===== config.mk =====
export PLATFORM = sky130hd
export DESIGN_NAME = mcpf_ptr_mem
export DESIGN_NICKNAME = d
export VERILOG_FILES = /design/src/rtl/mcpf_pkg.sv /design/src/rtl/mcpf_ptr_mem.sv
export SDC_FILE = /design/constraint.sdc
export NUM_CORES = 1
export LEC_CHECK = 0
export ABC_AREA = 1
export BUFFER_PORTS_ARGS = -buffer_cell sky130_fd_sc_hd__clkbuf_2
export CAP_MARGIN = 20
export CORE_UTILIZATION = 30
export CTS_CLUSTER_SIZE = 24
export DETAILED_ROUTE_END_ITERATION = 16
export GPL_TIMING_DRIVEN = 0
export PLACE_DENSITY_LB_ADDON = 0.15
export SLEW_MARGIN = 15
export SYNTH_ARGS = -nofsm -noshare
export SYNTH_HDL_FRONTEND = slang
export SYNTH_SLANG_ARGS = --single-unit

===== constraint.sdc =====
create_clock -name clk -period 3 [get_ports clk]
set_input_delay 0 -clock clk [delete_from_list [all_inputs] [get_ports clk]]
set_output_delay 0 -clock clk [all_outputs]
set_load 0.05 [all_outputs]

===== src/rtl/mcpf_pkg.sv =====
// Shared constants, types and helpers for the multi-channel pipe FIFO.
package mcpf_pkg;

    // Pool size and per-channel buffer size
    localparam int NUM_CHANNELS = 32;
    localparam int BUF_DEPTH    = 1024;

    localparam int CH_W      = (NUM_CHANNELS > 1) ? $clog2(NUM_CHANNELS) : 1;
    localparam int PTR_W     = $clog2(BUF_DEPTH);
    localparam int FILL_W    = $clog2(BUF_DEPTH + 1);
    localparam int BYTE_AW   = CH_W + PTR_W;
    localparam int CREATE_LIM = (NUM_CHANNELS < 32) ? NUM_CHANNELS : 32;

    // Operation codes
    localparam logic [2:0] OP_CREATE    = 3'd0;
    localparam logic [2:0] OP_WRITE     = 3'd1;
    localparam logic [2:0] OP_READ      = 3'd2;
    localparam logic [2:0] OP_CLOSE_RD  = 3'd3;
    localparam logic [2:0] OP_CLOSE_WR  = 3'd4;
    localparam logic [2:0] OP_POLL_RD   = 3'd5;
    localparam logic [2:0] OP_POLL_WR   = 3'd6;

    // Status codes
    localparam logic [2:0] STAT_OK      = 3'd0;
    localparam logic [2:0] STAT_NOFREE  = 3'd1;
    localparam logic [2:0] STAT_BLOCK   = 3'd2;
    localparam logic [2:0] STAT_EOF     = 3'd3;
    localparam logic [2:0] STAT_BROKEN  = 3'd4;
    localparam logic [2:0] STAT_INVALID = 3'd5;

    // Poll flag bits
    localparam logic [5:0] PF_IN   = 6'h01;
    localparam logic [5:0] PF_OUT  = 6'h04;
    localparam logic [5:0] PF_ERR  = 6'h08;
    localparam logic [5:0] PF_HUP  = 6'h10;
    localparam logic [5:0] PF_NVAL = 6'h20;

    // One entry of the pointer memory
    typedef struct packed {
        logic [PTR_W-1:0]  wptr;
        logic [PTR_W-1:0]  rptr;
        logic [FILL_W-1:0] fill;
    } ptr_entry_t;

    // One result word
    typedef struct packed {
        logic [2:0] status;
        logic [7:0] read_byte;
        logic [4:0] channel_out;
        logic [5:0] poll_flags;
        logic       broken_pipe_signal;
    } result_t;

    // Map the 5-bit channel field onto a memory index
    function automatic logic [CH_W-1:0] ch_index(input logic [4:0] c);
        logic [6:0] ext;
        ext = {2'b00, c};
        return ext[CH_W-1:0];
    endfunction

    // Channel field names an existing channel
    function automatic logic ch_in_range(input logic [4:0] c);
        return ({2'b00, c} < 7'(NUM_CHANNELS));
    endfunction

    // Advance a buffer pointer with wrap at the buffer depth
    function automatic logic [PTR_W-1:0] next_ptr(input logic [PTR_W-1:0] p);
        return (p == PTR_W'(BUF_DEPTH - 1)) ? '0 : p + PTR_W'(1);
    endfunction

endpackage


===== src/rtl/mcpf_ptr_mem.sv =====
// Per-channel pointer and fill-level memory, registered read.
module mcpf_ptr_mem
    import mcpf_pkg::*;
(
    input  logic            clk,
    input  logic            rd_en,
    input  logic [CH_W-1:0] rd_addr,
    output ptr_entry_t      rd_data,
    input  logic            wr_en,
    input  logic [CH_W-1:0] wr_addr,
    input  ptr_entry_t      wr_data
);

    ptr_entry_t mem [NUM_CHANNELS];

    // Write port
    always_ff @(posedge clk)
    begin
        if (wr_en)
        begin
            mem[wr_addr] <= wr_data;
        end
    end

    // Registered read port
    always_ff @(posedge clk)
    begin
        if (rd_en)
        begin
            rd_data <= mem[rd_addr];
        end
    end

endmodule


Word-level counts from Yosys, hierarchy flattened

Memories as Yosys holds them, arrays and structs flattened. A register that Yosys moved wholly into a read port is not among the register bits.
Index checks and enable logic that the tools add are counted.

Register bits after elaboration: 0
Bits in writable memories: 992
Output and inout bits: 31
Memories kept: 1

Multiplexer cells: 2

Memory list:

| name | depth | width | read ports | clocked after Yosys merged registers in | wr ports | RTL line           | source |
|---|---|---|---|---|---|---|---|
| mem  | 32    | 31    | 1          | 1                                       | 1        | mcpf_ptr_mem.sv:14 | `ptr_entry_t mem [NUM_CHANNELS];` |

Operator list:

| kind    | number |
|---|---|
| $mux W1 | 2 |

Longest topological paths before layout

Word-level depth: 2
Mapped depth: 11

Worst setup path after synthesis

No wires, ideal clock.

Path type: input-to-reg
Start: input port wr_addr[0]
End: memory mem[0][0] in the netlist's numbering (enable)
Setup time: 0.419 ns
Arrival time: 1.614 ns
Data required time: 2.581 ns
Path slack: 0.967 ns
Stages: 3
Path buffers: 0
Cell sequence: inv_1 > nand3_1 > nor2_1

RTL lines:

| what               | RTL line           | source |
|---|---|---|
| start: declaration | mcpf_ptr_mem.sv:10 | `input logic [CH_W-1:0] wr_addr,` |
| end: declaration   | mcpf_ptr_mem.sv:14 |  |

No word-level cell before the write port.

==> results.md <==
- Worst Setup Start Kind: primary input
- Post-DR wirelength/cell: 26.3 um
- Post-synthesis sequential area ratio: 0.749
- I/O pin cnt: 75
- Cts bufs inserted: 112
- CTS tree: done
- RSZ-0062 raised after global routing: false
- Design area: 0.0483 mm^2
- Global-route wire length before repair: 203 mm
- Worst ir drop on vdd: 0.482 mV
- Clock buffer depth: 3
- Largest net degree at the start of global routing: 33
- Die area: 0.138 mm^2
- Cell taking the most area after synthesis: edfxtp_1
- Number of remaining DRC errors: 0
- Iteration-0 DRC Markers: 2721
- CP startpoint: rd_addr[2]
- Synth warn: 0
- Port bufs: between 70 and 80
- Drt first pass iters: 5
- Overflow after GRT: 0
- Pwr dens: 648 mW/mm^2
- R2R Path End: rd_data[18]$_DFFE_PP_
- #FFs+latches synth: 1023
- Cell Area, Placed: about 0.045 mm^2
- CTS root buffer: clkbuf_16
- Syn nets: 3470
- Fin. max-slew vios: 0
- # setup viols final: 0
- FF-to-FF Start: mem[20][18]$_DFFE_PP_
- Final HPWL DP: 98.0 mm
- Clk_skew: 0.0285 ns
- Clock transition at path regs: about 0.06 ns
- # H-tree levels: 3
- Final Power: ~31 mW
- Filler cells: ~13000
- Min-Delay Endpoint: mem[2][4]$_DFFE_PP_
- RD Place Congestion: 0.840
- Period utilization: 0.658
- Reg2Reg Setup Slack: 1.22 ns
- Setup bufs post-CTS: 0
- Rel. slew slack: 0.208
- Vias: 27311
- Initial antenna violation count: 15
- Vias per cell: 4.93
- Avg Cell Area, Syn: approximately 12 um^2
- Worst hold-check path type: in2reg
- Final ANT Viol Nets: 0
- Endpoint class of the critical path: flop
- Width of the chip: 372 um
- Synthesized instance count: 3426
- Fin crit period: slightly below 2 ns
- Final Hold Vio Count: 0
- Syn Std Cell Area: between 0.04 and 0.05 mm^2
- Final Routed Wirelength: 146 mm
- Skew-Pair Late Insertion Delay: roughly 0.74 ns
- Worst hold stages: 1
- Required time worst endpoint: 3.55 ns
- Total Routing Usage GR: 0.211
- R2R cell count: 8
- Maximum achievable frequency: 507 MHz
- Core Area: around 0.14 mm^2
- Number of distinct library cells after synthesis: 10
- Worst Path Max Fanout: 11
- Leak: roughly 17 nW
- Area delta synth->final: 17.8%
- Die Height: 372 um
- Critical Path AT: 2.52 ns
- Slew @ Worst Pin: 1.19 ns
- Hold Crit Start: wr_data[4]
- Synth area leaders: edfxtp_1 75%, nand2_1 13%, nand3_1 9.2%
- Num rows: 135
- Vias in the first global route: 25834
- Final core occ: 0.357
- CTS Sinks: 1023
- Fin nets: 3708
- Setup_tns: 0 ns
- Fraction of layout cells with a size suffix above 1: 0.119
- Initial Util: 0.303
- Top cell type's share of synthesized area: 0.749
- Status: completed
- CP Class: in2reg
- Max Cap Viol: 0
-- state kept, by name, indices dropped and copies added, names as in the netlist --
| name | count |
|---|---|
| rd_data | 31 |
| mem | 992 |
-- critical path: stages --
cell and delay [ns]:
buf_2 0.25, inv_2 0.40, buf_2 0.54, buf_2 0.37
nand3_1 0.11, nand2_1 0.08, nand2_1 0.05, nand2_1 0.35
nand2_1 0.09, nand2_1 0.23
-- power breakdown --
part           internal (mW)  switching [mW]  leakage, nW
Combinational          0.520            1.89         6.64
Sequential              16.0          0.0430         9.25
Clock                   7.15            5.74         1.60
Total                   23.6            7.67         17.5
-- cells in the final DEF (no fill, tap or decap), drive strengths merged --
master and instances:
buf 230, nand2 1395, nand3 756, clkbuf 247, edfxtp 1023, dlygate4sd3 8, clkinvlp 1, diode 11
clkinv 43, inv 14, nor2 32, bufinv 3
-- metrics by stage --
step | hold slack [ns] | setup slack (ns) | cells
after CTS | 0.000365 | 1.08 | 5530
after floorplan | 0.0989 | 0.967 | 3426
after global routing | 0.0462 | 0.995 | 5536
after detailed placement | 0.566 | 0.327 | 5321
after global placement | 0.561 | -1.41 | 5278
final | 0.0332 | 1.03 | 5544
-- layer usage --
metal / share of wire / vias to the layer above / global-route usage
li1: - / 12498 / -
met1: 0.45 / 13746 / 0.298
met2: 0.47 / 889 / 0.338
met3: 0.056 / 178 / 0.0291
met4: 0.019 / 0 / 0.0528
met5: 0 / - / 0
-- layout make-up --
cell class	count	area [um^2]	share of cell area
antenna	11	27.5	0.000570
clock inverter	51	342	0.00707
sequential	1023	30700	0.636
tap	1781	2230	0.0461
buffer	210	1090	0.0226
clock buffer	151	2970	0.0615
inverter	10	37.5	0.000777
multi-input combinational	2183	9380	0.194
timing repair buffer	124	1500	0.0311
-- synth_stat cells, drive strengths merged --
cell type,number
nor2,32
edfxtp,1023
inv,10
buf,185
clkbuf,25
nand3,756
nand2,1395
-- worst max-delay path by stage --
| stage | end | slack [ns] | cells past startpoint |
|---|---|---|---|
| finish | rd_data[18]$_DFFE_PP_ | 1.03 | 10 |
| global route | rd_data[17]$_DFFE_PP_ | 1.0 | 9 |
| CTS | rd_data[17]$_DFFE_PP_ | 1.08 | 9 |
| detailed placement | rd_data[17]$_DFFE_PP_ | 0.33 | 9 |
| global placement | mem[21][8]$_DFFE_PP_ | -1.41 | 4 |
| floorplan | mem[0][0]$_DFFE_PP_ | 0.97 | 3 |
-- what timing repair did --
action                                 CTS  global route
resized for setup                        0             0
endpoints found under the hold margin   84            16
setup endpoints to repair                0             0
hold buffers                             7             1
-- logic make-up (layout without fill, tap and decap cells) --
family        Yosys count  in the layout  synth area share
buf+inv               220            546            0.0276
flops                1023           1023             0.749
other cells             0             11                 0
simple gates         2183           2183             0.223
Note: power is estimated with default switching activity, not from simulation.
